===== config.mk =====
export PLATFORM = sky130hd
export DESIGN_NAME = power_monitor_frame_decoder
export DESIGN_NICKNAME = d
export VERILOG_FILES = /design/src/rtl/core/pmfd_pkg.sv /design/src/rtl/core/pmfd_ram.sv /design/src/rtl/core/pmfd_asm.sv /design/src/rtl/core/pmfd_emit.sv /design/src/rtl/core/power_monitor_frame_decoder.sv
export SDC_FILE = /design/constraint.sdc
export NUM_CORES = 2
export LEC_CHECK = 0
export BUFFER_PORTS_ARGS = -buffer_cell sky130_fd_sc_hd__buf_2
export CORE_ASPECT_RATIO = 0.9
export CORE_UTILIZATION = 31
export DETAILED_ROUTE_END_ITERATION = 10
export PLACE_DENSITY = 0.44
export SLEW_MARGIN = 10
export SYNTH_ARGS = -nofsm -noshare
export SYNTH_HDL_FRONTEND = slang
export SYNTH_SLANG_ARGS = --single-unit

===== constraint.sdc =====
create_clock -name i_clk -period 11.1 [get_ports i_clk]
set_input_delay 2.22 -clock i_clk [delete_from_list [all_inputs] [get_ports i_clk]]
set_output_delay 2.22 -clock i_clk [all_outputs]
set_load 0.02 [all_outputs]

===== src/rtl/core/pmfd_pkg.sv =====
`default_nettype none

package pmfd_pkg;

    localparam int MAX_BODY_DEF = 1023;
    localparam int STORE_DEPTH  = 60;
    localparam int MIN_BODY     = STORE_DEPTH + 2;

    localparam int VAL_W      = 40;
    localparam int NUM_Q      = 16;
    localparam int QRAM_DEPTH = 2 * NUM_Q;
    localparam int QRAM_AW    = $clog2(QRAM_DEPTH);

    localparam logic [7:0] SYNC_A    = 8'hFE;
    localparam logic [7:0] SYNC_B    = 8'hFF;
    localparam logic [7:0] SUM_SEED  = 8'hFD;
    localparam logic [7:0] DEVICE_ID = 8'h03;

    localparam logic [2:0] ST_OK    = 3'd0;
    localparam logic [2:0] ST_CSUM  = 3'd1;
    localparam logic [2:0] ST_ID    = 3'd2;
    localparam logic [2:0] ST_LONG  = 3'd3;
    localparam logic [2:0] ST_SHORT = 3'd4;

    localparam logic [3:0] Q_VOLT   = 4'd0;
    localparam logic [3:0] Q_SERIAL = 4'd1;
    localparam logic [3:0] Q_TIME   = 4'd2;
    localparam logic [3:0] Q_CUR_A  = 4'd3;
    localparam logic [3:0] Q_CUR_B  = 4'd4;
    localparam logic [3:0] Q_DC     = 4'd5;
    localparam logic [3:0] Q_EN_A   = 4'd6;
    localparam logic [3:0] Q_EN_B   = 4'd7;
    localparam logic [3:0] Q_PEN_A  = 4'd8;
    localparam logic [3:0] Q_PEN_B  = 4'd9;
    localparam logic [3:0] Q_AUX0   = 4'd10;
    localparam logic [3:0] Q_LAST   = 4'd14;

    localparam logic [1:0] REG_MAX_QUIET = 2'd0;
    localparam logic [1:0] REG_MIN_GAP   = 2'd1;
    localparam logic [1:0] REG_CUR_STEP  = 2'd2;
    localparam logic [1:0] REG_VOLT_STEP = 2'd3;

    localparam logic [15:0] RST_MAX_QUIET = 16'd30;
    localparam logic [15:0] RST_MIN_GAP   = 16'd15;
    localparam logic [15:0] RST_CUR_STEP  = 16'd30;
    localparam logic [15:0] RST_VOLT_STEP = 16'd5;

    typedef struct packed {
        logic       hit;
        logic       first;
        logic       fin;
        logic [3:0] q;
        logic [2:0] lane;
    } t_field;

    typedef struct packed {
        logic                 we;
        logic [QRAM_AW-1:0]   addr;
        logic [VAL_W-1:0]     data;
    } t_qwr;

    typedef struct packed {
        logic [15:0] volt;
        logic [15:0] cur_a;
        logic [15:0] cur_b;
        logic [23:0] tm;
    } t_meas;

    typedef struct packed {
        logic       ok;
        logic       err;
        logic [2:0] status;
        logic       rep;
        logic       bank;
    } t_emit_req;

    typedef struct packed {
        logic busy;
        logic bank;
    } t_emit_sts;

    function automatic t_field mk_field(input logic [3:0] q, input logic first,
                                        input logic fin, input logic [2:0] lane);
        t_field f;
        f.hit   = 1'b1;
        f.first = first;
        f.fin   = fin;
        f.q     = q;
        f.lane  = lane;
        return f;
    endfunction

    // body offset -> quantity slot and byte lane
    function automatic t_field field_of(input logic [5:0] idx);
        t_field     f;
        logic [5:0] aux;
        aux = idx - 6'd38;
        f   = '0;
        if (idx >= 6'd1 && idx <= 6'd2) begin
            f = mk_field(Q_VOLT, idx == 6'd1, idx == 6'd2, 3'(6'd2 - idx));
        end else if (idx >= 6'd3 && idx <= 6'd7) begin
            f = mk_field(Q_EN_A, idx == 6'd3, idx == 6'd7, 3'(idx - 6'd3));
        end else if (idx >= 6'd8 && idx <= 6'd12) begin
            f = mk_field(Q_EN_B, idx == 6'd8, idx == 6'd12, 3'(idx - 6'd8));
        end else if (idx >= 6'd13 && idx <= 6'd17) begin
            f = mk_field(Q_PEN_A, idx == 6'd13, idx == 6'd17, 3'(idx - 6'd13));
        end else if (idx >= 6'd18 && idx <= 6'd22) begin
            f = mk_field(Q_PEN_B, idx == 6'd18, idx == 6'd22, 3'(idx - 6'd18));
        end else if (idx >= 6'd27 && idx <= 6'd28) begin
            f = mk_field(Q_SERIAL, idx == 6'd27, idx == 6'd28, 3'(idx - 6'd27));
        end else if (idx >= 6'd31 && idx <= 6'd32) begin
            f = mk_field(Q_CUR_A, idx == 6'd31, idx == 6'd32, 3'(idx - 6'd31));
        end else if (idx >= 6'd33 && idx <= 6'd34) begin
            f = mk_field(Q_CUR_B, idx == 6'd33, idx == 6'd34, 3'(idx - 6'd33));
        end else if (idx >= 6'd35 && idx <= 6'd37) begin
            f = mk_field(Q_TIME, idx == 6'd35, idx == 6'd37, 3'(idx - 6'd35));
        end else if (idx >= 6'd38 && idx <= 6'd57) begin
            f = mk_field(4'(Q_AUX0 + 4'(aux[4:2])), aux[1:0] == 2'd0,
                         aux[1:0] == 2'd3, {1'b0, aux[1:0]});
        end else if (idx >= 6'd58 && idx <= 6'd59) begin
            f = mk_field(Q_DC, idx == 6'd58, idx == 6'd59, 3'(idx - 6'd58));
        end
        return f;
    endfunction

endpackage

`default_nettype wire


===== src/rtl/core/pmfd_ram.sv =====
`default_nettype none

module pmfd_ram #(
    parameter int WIDTH = 8,
    parameter int DEPTH = 16
) (
    input  wire logic                     i_clk,
    input  wire logic                     i_we,
    input  wire logic [$clog2(DEPTH)-1:0] i_waddr,
    input  wire logic [WIDTH-1:0]         i_wdata,
    input  wire logic [$clog2(DEPTH)-1:0] i_raddr,
    output logic      [WIDTH-1:0]         o_rdata
);

    logic [WIDTH-1:0] r_mem [DEPTH];
    logic [WIDTH-1:0] r_rdata;

    always_ff @(posedge i_clk) begin
        if (i_we) begin
            r_mem[i_waddr] <= i_wdata;
        end
        r_rdata <= r_mem[i_raddr];
    end

    assign o_rdata = r_rdata;

endmodule

`default_nettype wire


===== src/rtl/core/pmfd_asm.sv =====
`default_nettype none

module pmfd_asm (
    input  wire logic           i_clk,
    input  wire logic           i_en,
    input  wire logic [5:0]     i_idx,
    input  wire logic [7:0]     i_byte,
    input  wire logic           i_wbank,
    output pmfd_pkg::t_qwr      o_wr,
    output pmfd_pkg::t_meas     o_meas
);

    import pmfd_pkg::*;

    t_field           fld;
    logic [VAL_W-1:0] r_acc;
    logic [VAL_W-1:0] n_acc;
    t_meas            r_meas;
    t_meas            n_meas;

    always_comb begin
        fld    = field_of(i_idx);
        n_acc  = (fld.first ? '0 : r_acc) | (VAL_W'(i_byte) << {fld.lane, 3'b000});
        n_meas = r_meas;
        if (i_en && fld.hit && fld.fin) begin
            unique case (fld.q)
                Q_VOLT:  n_meas.volt  = n_acc[15:0];
                Q_CUR_A: n_meas.cur_a = n_acc[15:0];
                Q_CUR_B: n_meas.cur_b = n_acc[15:0];
                Q_TIME:  n_meas.tm    = n_acc[23:0];
                default: n_meas       = r_meas;
            endcase
        end
    end

    always_ff @(posedge i_clk) begin
        if (i_en && fld.hit) begin
            r_acc <= n_acc;
        end
        r_meas <= n_meas;
    end

    assign o_wr   = {i_en && fld.hit && fld.fin, i_wbank, fld.q, n_acc};
    assign o_meas = r_meas;

endmodule

`default_nettype wire


===== src/rtl/core/pmfd_emit.sv =====
`default_nettype none

module pmfd_emit (
    input  wire logic                          i_clk,
    input  wire logic                          i_rst_n,
    input  wire pmfd_pkg::t_emit_req           i_req,
    output pmfd_pkg::t_emit_sts                o_sts,
    output logic [pmfd_pkg::QRAM_AW-1:0]       o_raddr,
    input  wire logic [pmfd_pkg::VAL_W-1:0]    i_rdata,
    output logic                               o_valid,
    input  wire logic                          i_stall,
    output logic [2:0]                         o_status,
    output logic [3:0]                         o_quantity,
    output logic [pmfd_pkg::VAL_W-1:0]         o_value,
    output logic                               o_report,
    output logic                               o_last
);

    import pmfd_pkg::*;

    logic             r_left;
    logic [3:0]       r_next;
    logic             r_dv;
    logic [3:0]       r_dq;
    logic             r_bank;
    logic             r_rep;
    logic             r_oval;
    logic [2:0]       r_status;
    logic [3:0]       r_quantity;
    logic [VAL_W-1:0] r_value;
    logic             r_report;
    logic             r_last;

    logic             n_left;
    logic [3:0]       n_next;
    logic             n_dv;
    logic [3:0]       n_dq;
    logic             load;
    logic             adv;
    logic [3:0]       rd_q;

    always_comb begin
        load   = r_dv && (!r_oval || !i_stall);
        adv    = !r_dv || load;
        n_left = r_left;
        n_next = r_next;
        n_dv   = r_dv;
        n_dq   = r_dq;
        rd_q   = r_dq;
        if (adv) begin
            rd_q = r_next;
            n_dv = r_left;
            n_dq = r_next;
            if (r_left) begin
                n_next = r_next + 4'd1;
                n_left = (r_next != Q_LAST);
            end
        end
        if (i_req.ok) begin
            n_left = 1'b1;
            n_next = '0;
        end
    end

    always_ff @(posedge i_clk) begin
        if (!i_rst_n) begin
            r_left <= 1'b0;
            r_next <= '0;
            r_dv   <= 1'b0;
            r_dq   <= '0;
            r_bank <= 1'b0;
            r_rep  <= 1'b0;
            r_oval <= 1'b0;
        end else begin
            r_left <= n_left;
            r_next <= n_next;
            r_dv   <= n_dv;
            r_dq   <= n_dq;
            if (i_req.ok) begin
                r_bank <= i_req.bank;
                r_rep  <= i_req.rep;
            end
            priority if (load || i_req.err) begin
                r_oval <= 1'b1;
            end else if (r_oval && !i_stall) begin
                r_oval <= 1'b0;
            end else begin
                r_oval <= r_oval;
            end
        end
    end

    always_ff @(posedge i_clk) begin
        priority if (load) begin
            r_status   <= ST_OK;
            r_quantity <= r_dq;
            r_value    <= i_rdata;
            r_report   <= r_rep;
            r_last     <= (r_dq == Q_LAST);
        end else if (i_req.err) begin
            r_status   <= i_req.status;
            r_quantity <= Q_VOLT;
            r_value    <= '0;
            r_report   <= 1'b0;
            r_last     <= 1'b1;
        end else begin
            r_status   <= r_status;
            r_quantity <= r_quantity;
            r_value    <= r_value;
            r_report   <= r_report;
            r_last     <= r_last;
        end
    end

    assign o_sts      = {r_left || r_dv, r_bank};
    assign o_raddr    = {r_bank, rd_q};
    assign o_valid    = r_oval;
    assign o_status   = r_status;
    assign o_quantity = r_quantity;
    assign o_value    = r_value;
    assign o_report   = r_report;
    assign o_last     = r_last;

endmodule

`default_nettype wire


===== src/rtl/core/power_monitor_frame_decoder.sv =====
// channel   direction  handshake                  payload
// rx        in         i_in_valid / o_in_stall    i_rx_byte
// result    out        o_out_valid / i_out_stall  o_status o_quantity o_value o_report o_last
// config    in         psel penable pwrite pready paddr pwdata prdata
//
// One byte per cycle while o_in_stall is low. Body bytes are folded into a two-bank
// quantity RAM as they arrive. A good check byte starts a burst of 15 requests, one per
// cycle while i_out_stall is low, from the RAM read port; an error gives a single request.
// Bytes that may produce a request wait while a burst or a stalled request is pending.
// Synchronous active-low reset; no clearing pass.
`default_nettype none

module power_monitor_frame_decoder #(
    parameter int MAX_BODY = pmfd_pkg::MAX_BODY_DEF
) (
    input  wire logic                        i_clk,
    input  wire logic                        i_rst_n,
    input  wire logic                        i_in_valid,
    output logic                             o_in_stall,
    input  wire logic [7:0]                  i_rx_byte,
    output logic                             o_out_valid,
    input  wire logic                        i_out_stall,
    output logic [2:0]                       o_status,
    output logic [3:0]                       o_quantity,
    output logic [pmfd_pkg::VAL_W-1:0]       o_value,
    output logic                             o_report,
    output logic                             o_last,
    input  wire logic                        psel,
    input  wire logic                        penable,
    input  wire logic                        pwrite,
    input  wire logic [3:0]                  paddr,
    input  wire logic [31:0]                 pwdata,
    output logic [31:0]                      prdata,
    output logic                             pready
);

    import pmfd_pkg::*;

    localparam int CW = $clog2(MAX_BODY + 1);

    typedef enum logic [1:0] {
        PH_HUNT,
        PH_BODY,
        PH_CHECK
    } t_phase;

    t_phase       r_phase;
    logic [7:0]   r_last_byte;
    logic [7:0]   r_sum;
    logic [CW-1:0] r_count;
    logic         r_wbank;

    logic [15:0]  r_max_quiet;
    logic [15:0]  r_min_gap;
    logic [15:0]  r_cur_step;
    logic [15:0]  r_volt_step;

    logic [23:0]  r_rep_tm;
    logic [15:0]  r_rep_ca;
    logic [15:0]  r_rep_cb;
    logic [15:0]  r_rep_volt;

    logic          accept;
    logic          needs_out;
    logic [CW-1:0] n_count;
    logic [7:0]    n_sum;
    logic          store_en;
    t_emit_req     req;
    t_emit_sts     emit_sts;
    t_qwr          qwr;
    t_meas         meas;
    logic [QRAM_AW-1:0] raddr;
    logic [VAL_W-1:0]   rdata;
    logic          rep;
    logic [24:0]   quiet_lim;
    logic [24:0]   gap_lim;
    logic [15:0]   d_ca;
    logic [15:0]   d_cb;
    logic [15:0]   d_v;
    logic          cfg_wr;

    // register file
    assign cfg_wr = psel && penable && pwrite && pready;
    assign pready = 1'b1;

    always_ff @(posedge i_clk) begin
        if (!i_rst_n) begin
            r_max_quiet <= RST_MAX_QUIET;
            r_min_gap   <= RST_MIN_GAP;
            r_cur_step  <= RST_CUR_STEP;
            r_volt_step <= RST_VOLT_STEP;
        end else if (cfg_wr) begin
            unique case (paddr[3:2])
                REG_MAX_QUIET: r_max_quiet <= pwdata[15:0];
                REG_MIN_GAP:   r_min_gap   <= pwdata[15:0];
                REG_CUR_STEP:  r_cur_step  <= pwdata[15:0];
                REG_VOLT_STEP: r_volt_step <= pwdata[15:0];
                default:       r_max_quiet <= r_max_quiet;
            endcase
        end
    end

    always_comb begin
        unique case (paddr[3:2])
            REG_MAX_QUIET: prdata = {16'd0, r_max_quiet};
            REG_MIN_GAP:   prdata = {16'd0, r_min_gap};
            REG_CUR_STEP:  prdata = {16'd0, r_cur_step};
            REG_VOLT_STEP: prdata = {16'd0, r_volt_step};
            default:       prdata = '0;
        endcase
    end

    // report thresholds
    always_comb begin
        quiet_lim = {1'b0, r_rep_tm} + 25'(r_max_quiet);
        gap_lim   = {1'b0, r_rep_tm} + 25'(r_min_gap);
        d_ca = (r_rep_ca > meas.cur_a) ? r_rep_ca - meas.cur_a : meas.cur_a - r_rep_ca;
        d_cb = (r_rep_cb > meas.cur_b) ? r_rep_cb - meas.cur_b : meas.cur_b - r_rep_cb;
        d_v  = (r_rep_volt > meas.volt) ? r_rep_volt - meas.volt : meas.volt - r_rep_volt;
        rep  = ({1'b0, meas.tm} > quiet_lim) || (d_ca >= r_cur_step)
            || (d_cb >= r_cur_step) || (d_v >= r_volt_step);
        if (gap_lim >= {1'b0, meas.tm}) begin
            rep = 1'b0;
        end
    end

    // frame sequencer
    always_comb begin
        n_count   = r_count + CW'(1);
        n_sum     = r_sum + i_rx_byte;
        needs_out = (r_phase == PH_CHECK)
            || (r_phase == PH_BODY && (r_count == '0 || n_count >= CW'(MAX_BODY)));
        o_in_stall = needs_out && (emit_sts.busy || (o_out_valid && i_out_stall));
        accept     = i_in_valid && !o_in_stall;
        store_en   = accept && (r_phase == PH_BODY) && (r_count < CW'(STORE_DEPTH));

        req = '0;
        req.rep  = rep;
        req.bank = r_wbank;
        if (accept) begin
            unique case (r_phase)
                PH_BODY: begin
                    if (r_count == '0 && i_rx_byte != DEVICE_ID) begin
                        req.err    = 1'b1;
                        req.status = ST_ID;
                    end else if (n_count >= CW'(MAX_BODY)) begin
                        req.err    = 1'b1;
                        req.status = ST_LONG;
                    end
                end
                PH_CHECK: begin
                    if (i_rx_byte != r_sum) begin
                        req.err    = 1'b1;
                        req.status = ST_CSUM;
                    end else if (r_count < CW'(MIN_BODY)) begin
                        req.err    = 1'b1;
                        req.status = ST_SHORT;
                    end else begin
                        req.ok = 1'b1;
                    end
                end
                default: req.err = 1'b0;
            endcase
        end
    end

    always_ff @(posedge i_clk) begin
        if (!i_rst_n) begin
            r_phase     <= PH_HUNT;
            r_last_byte <= '0;
            r_sum       <= '0;
            r_count     <= '0;
            r_wbank     <= 1'b0;
            r_rep_tm    <= '0;
            r_rep_ca    <= '0;
            r_rep_cb    <= '0;
            r_rep_volt  <= '0;
        end else begin
            if (accept) begin
                r_last_byte <= i_rx_byte;
                unique case (r_phase)
                    PH_BODY: begin
                        r_sum   <= n_sum;
                        r_count <= n_count;
                        if (req.err) begin
                            r_phase <= PH_HUNT;
                        end else if (r_last_byte == SYNC_B && i_rx_byte == SYNC_A) begin
                            r_phase <= PH_CHECK;
                        end
                    end
                    PH_CHECK: begin
                        r_phase <= PH_HUNT;
                    end
                    default: begin
                        r_phase <= PH_HUNT;
                        if (r_last_byte == SYNC_A && i_rx_byte == SYNC_B) begin
                            r_phase <= PH_BODY;
                            r_sum   <= SUM_SEED;
                            r_count <= '0;
                        end
                    end
                endcase
            end
            if (req.ok) begin
                r_wbank <= !r_wbank;
                if (rep) begin
                    r_rep_tm   <= meas.tm;
                    r_rep_ca   <= meas.cur_a;
                    r_rep_cb   <= meas.cur_b;
                    r_rep_volt <= meas.volt;
                end
            end
        end
    end

    pmfd_asm u_asm (
        .i_clk   (i_clk),
        .i_en    (store_en),
        .i_idx   (r_count[5:0]),
        .i_byte  (i_rx_byte),
        .i_wbank (r_wbank),
        .o_wr    (qwr),
        .o_meas  (meas)
    );

    pmfd_ram #(
        .WIDTH (VAL_W),
        .DEPTH (QRAM_DEPTH)
    ) u_qram (
        .i_clk   (i_clk),
        .i_we    (qwr.we),
        .i_waddr (qwr.addr),
        .i_wdata (qwr.data),
        .i_raddr (raddr),
        .o_rdata (rdata)
    );

    pmfd_emit u_emit (
        .i_clk      (i_clk),
        .i_rst_n    (i_rst_n),
        .i_req      (req),
        .o_sts      (emit_sts),
        .o_raddr    (raddr),
        .i_rdata    (rdata),
        .o_valid    (o_out_valid),
        .i_stall    (i_out_stall),
        .o_status   (o_status),
        .o_quantity (o_quantity),
        .o_value    (o_value),
        .o_report   (o_report),
        .o_last     (o_last)
    );

    a_hunt_no_stall: assert property (@(posedge i_clk) disable iff (!i_rst_n)
        r_phase == PH_HUNT |-> !o_in_stall)
        else $error("stall while hunting");

    a_bank_split: assert property (@(posedge i_clk) disable iff (!i_rst_n)
        emit_sts.busy |-> emit_sts.bank != r_wbank)
        else $error("burst reads the bank being filled");

    a_err_form: assert property (@(posedge i_clk) disable iff (!i_rst_n)
        (o_out_valid && o_status != ST_OK) |-> (o_last && o_value == '0 && !o_report))
        else $error("malformed error request");

    a_last_q: assert property (@(posedge i_clk) disable iff (!i_rst_n)
        (o_out_valid && o_last && o_status == ST_OK) |-> o_quantity == Q_LAST)
        else $error("burst ends early");

endmodule

`default_nettype wire

==> results.json <==
{
  "core_area_sq_um": 236000,
  "switching_power_mw": 2.69,
  "finalCritPeriodShare_pct": 61.4,
  "cp-startpoint": "u_asm.o_meas[24]",
  "crit_arrival_ns": 7.53,
  "hold_buffers": 0,
  "fin_util_pct": 35.7,
  "grt_pass1_wl_um": 311000,
  "synthTopCellsByArea": "edfxtp_1 59%, mux4_2 10%, dfxtp_1 6.0%, ha_1 4.1%, nand2_1 3.8%",
  "rows": 169,
  "dominantRegCellSynth": "edfxtp_1",
  "dr.pass1.iters": 5,
  "status": "completed",
  "die_w_um": 515,
  "ys_seq_elements": 1659,
  "synth_cell_types": 101,
  "critPathCaptureType": "register",
  "critical_path_required_ns": 11.82,
  "grt_pass1_vias": 43300,
  "syn_inst": 5039,
  "drt_iter0_markers": 3775,
  "fp.dieH_um": 464,
  "drv_slew": 0,
  "grt_overflow": 0,
  "reg2reg_from": "u_asm.o_meas[24]",
  "post_cts.repair.setup_buffers": 0,
  "intPower_mw": 10.3,
  "slew_headroom_pct": 15.5,
  "wl_per_cell_um": 25.5,
  "drc": 0,
  "start_util_pct": 31.2,
  "clockBufferDepth": 3,
  "p_clk_share_pct": 47.7,
  "power.leakage_nw": 28.7,
  "yosysTopAreaCell": "edfxtp_1",
  "h-tree-depth": 4,
  "finalHoldViolCount": 0,
  "cts_tree": "built",
  "yosys.area.top_type_share_pct": 58.7,
  "vias_per_cell": 5.07,
  "pwr-share-seq_pct": 51.5,
  "synthToLayoutAreaGrowth_pct": 14.5,
  "period_needed_ns": 6.81,
  "antenna_found_initial": 13,
  "cts_inserted_buffers": 185,
  "clk_latency_ns": 0.85,
  "swShare_pct": 20.7,
  "dpl.hpwl_um": 119000,
  "ys_seq_area_share_pct": 64.8,
  "ant_nets": 0,
  "pin_count": 135,
  "rsz0062_at_grt": "no",
  "drive_above_1_share_pct": 17.3,
  "vdd_ir_drop_max_v": 0.000165,
  "tightest_slew_ns": 1.27,
  "ctsResizeCount": 0,
  "max_cap_violations": 0,
  "combPwrFrac_pct": 0.8,
  "fmax_mhz": 147,
  "hold_start": "u_emit.o_status[0]",
  "crit_path_max_fanout": 41,
  "avgSynthCellArea_sq_um": 14.6,
  "fin_nets": 5462,
  "drt-total-wl_um": 216000,
  "crit_path_start_kind": "register",
  "place_congestion": 0.844,
  "numPortBuffers": 99,
  "ys.warnings.count": 0,
  "synth_edf_count": 1438,
  "finClkSkew_ns": 0.0498,
  "setup_tns_ns": 0,
  "cts_root_buffer": "clkbuf_16",
  "grt_max_degree": 113,
  "path_class": "register to register",
  "cts.reportedPaths.clkPinSlew_ns": 0.06,
  "die-area_sq_um": 239000,
  "synthArstFlopShare_pct": 0,
  "netlist_area_sq_um": 73500,
  "numClockSinks": 1659,
  "powerDensity_nw_per_um2": 154,
  "num_vias": 43000,
  "setup_violations": 0,
  "final_cell_count_no_fill": 8485,
  "grt_usage_pct": 18.0,
  "place_inst": 8138,
  "hold_class": "register to register"
}
==> stage by stage <==
step	instance area (sq um)	setup slack (ns)	hold slack, ns	total power [mW]
6_report	84100	4.29	0.459	13.0
5_1_grt	84100	4.02	0.486	13.4
4_1_cts	84100	4.39	0.460	13.2
3_5_place_dp	78000	4.32	0.451	6.93
3_3_place_gp	78000	4.29	0.443	6.93
2_1_floorplan	73600	1.26	0.439	6.89
==> sequential cells by signal (all words and copies together) (netlist names), 2 cells and up <==
register and count:
r_count 10, r_cur_step 16, r_last_byte 8, r_max_quiet 16, r_min_gap 16, r_phase 2, r_rep_ca 16, r_rep_cb 16
r_rep_tm 24, r_rep_volt 16, r_sum 8, r_volt_step 16, u_asm.o_meas 72, u_asm.r_acc 40, u_emit.o_quantity 4, u_emit.o_status 3
u_emit.o_value 40, u_emit.r_dq 4, u_emit.r_next 4, u_qram.o_rdata 40, u_qram.r_mem 1280
==> path summary, 6_finish.rpt <==
check | slack (ns) | end | cells past startpoint
setup / recovery | 4.29 | u_emit.r_rep | 21
hold / removal | 0.46 | u_emit.o_status[0] | 2
setup reg to reg | 4.29 | u_emit.r_rep | 21
hold reg to reg | 0.46 | u_emit.o_status[0] | 2
==> cell type report <==
type	count	area, sq um
antenna	2	5.00
multi-input combinational	2907	24300
tap	3163	3960
fill	22500	152000
timing repair buffer	208	1400
clock buffer	256	5180
sequential	1659	47600
clock inverter	89	985
inverter	201	754
==> placed cells by master (no fill, tap or decap), types with 64 or more instances in the layout <==
master     synthesis  routed
a21boi_0          73      72
a21o_1            76      76
a21oi_1          144     144
and2_1            64      64
buf_2             63      98
buf_4             18     103
clkbuf_16          0     187
dfxtp_1          221     220
edfxtp_1        1438    1438
ha_1             240     240
inv_1            201     201
mux2i_1           93      90
mux4_2           336     336
nand2_1          754     754
nand3_1          269     269
nor2_1           117      91
o21ai_0          130     130
==> cells in the mapped netlist, drive strengths merged (93+ instances only) <==
cell and instances:
a21oi 146, edfxtp 1438, clkbuf 153, mux4 336
mux2i 93, dfxtp 221, nand3 271, nor2 119
inv 201, nand2 754, o21ai 138, buf 134
ha 240
==> routing by layer <==
layer	track usage, %	part of all wire [%]	vias to the layer above
met4	4.42	2.0	4
met3	2.56	4.3	250
met1	25.6	47	22400
li1	-	-	19400
met5	0	0.011	-
met2	28.8	47	981
==> kinds of logic (layout without fill, tap and decap cells) <==
logic type               after synthesis  in the layout  synth area share (%)
flip-flops                          1659           1659                  64.8
AO/OA/AOI/OAI                        680            680                  6.47
multiplexers                         439            439                  11.7
XOR/XNOR                              96             96                  1.14
other                                  2             19                0.0102
adder cells (fa/ha/maj)              249            249                  4.33
AND/OR/NAND/NOR                     1426           1426                  8.75
buffers and inverters                488            754                  2.83
==> power groups by stage <==
stage / logic, mW / clock network (mW) / registers [mW]
finish: 0.106 / 6.19 / 6.69
floorplan: 0.0665 / 0 / 6.82
CTS: 0.107 / 6.35 / 6.69
detailed placement: 0.107 / 0 / 6.83
global route: 0.116 / 6.57 / 6.69
global placement: 0.105 / 0 / 6.83
==> critical path, stage by stage (launching register included) <==
cell	delay, ns
edfxtp_1	0.37
ha_1	0.15
inv_1	0.06
fa_1	0.43
a211o_1	0.29
a21oi_1	0.30
a221oi_1	0.17
nor4_1	0.48
or2_1	0.54
mux2_2	0.45
a2111oi_0	0.38
a211o_1	0.25
ha_1	0.29
a222oi_1	0.31
nand4_1	0.15
a2111oi_0	0.50
buf_4	0.22
o41ai_1	0.12
a2111oi_2	0.44
a2111oi_4	0.08
buf_4	0.41
o21a_1	0.28
No activity file was read; power rests on OpenSTA's default activity.
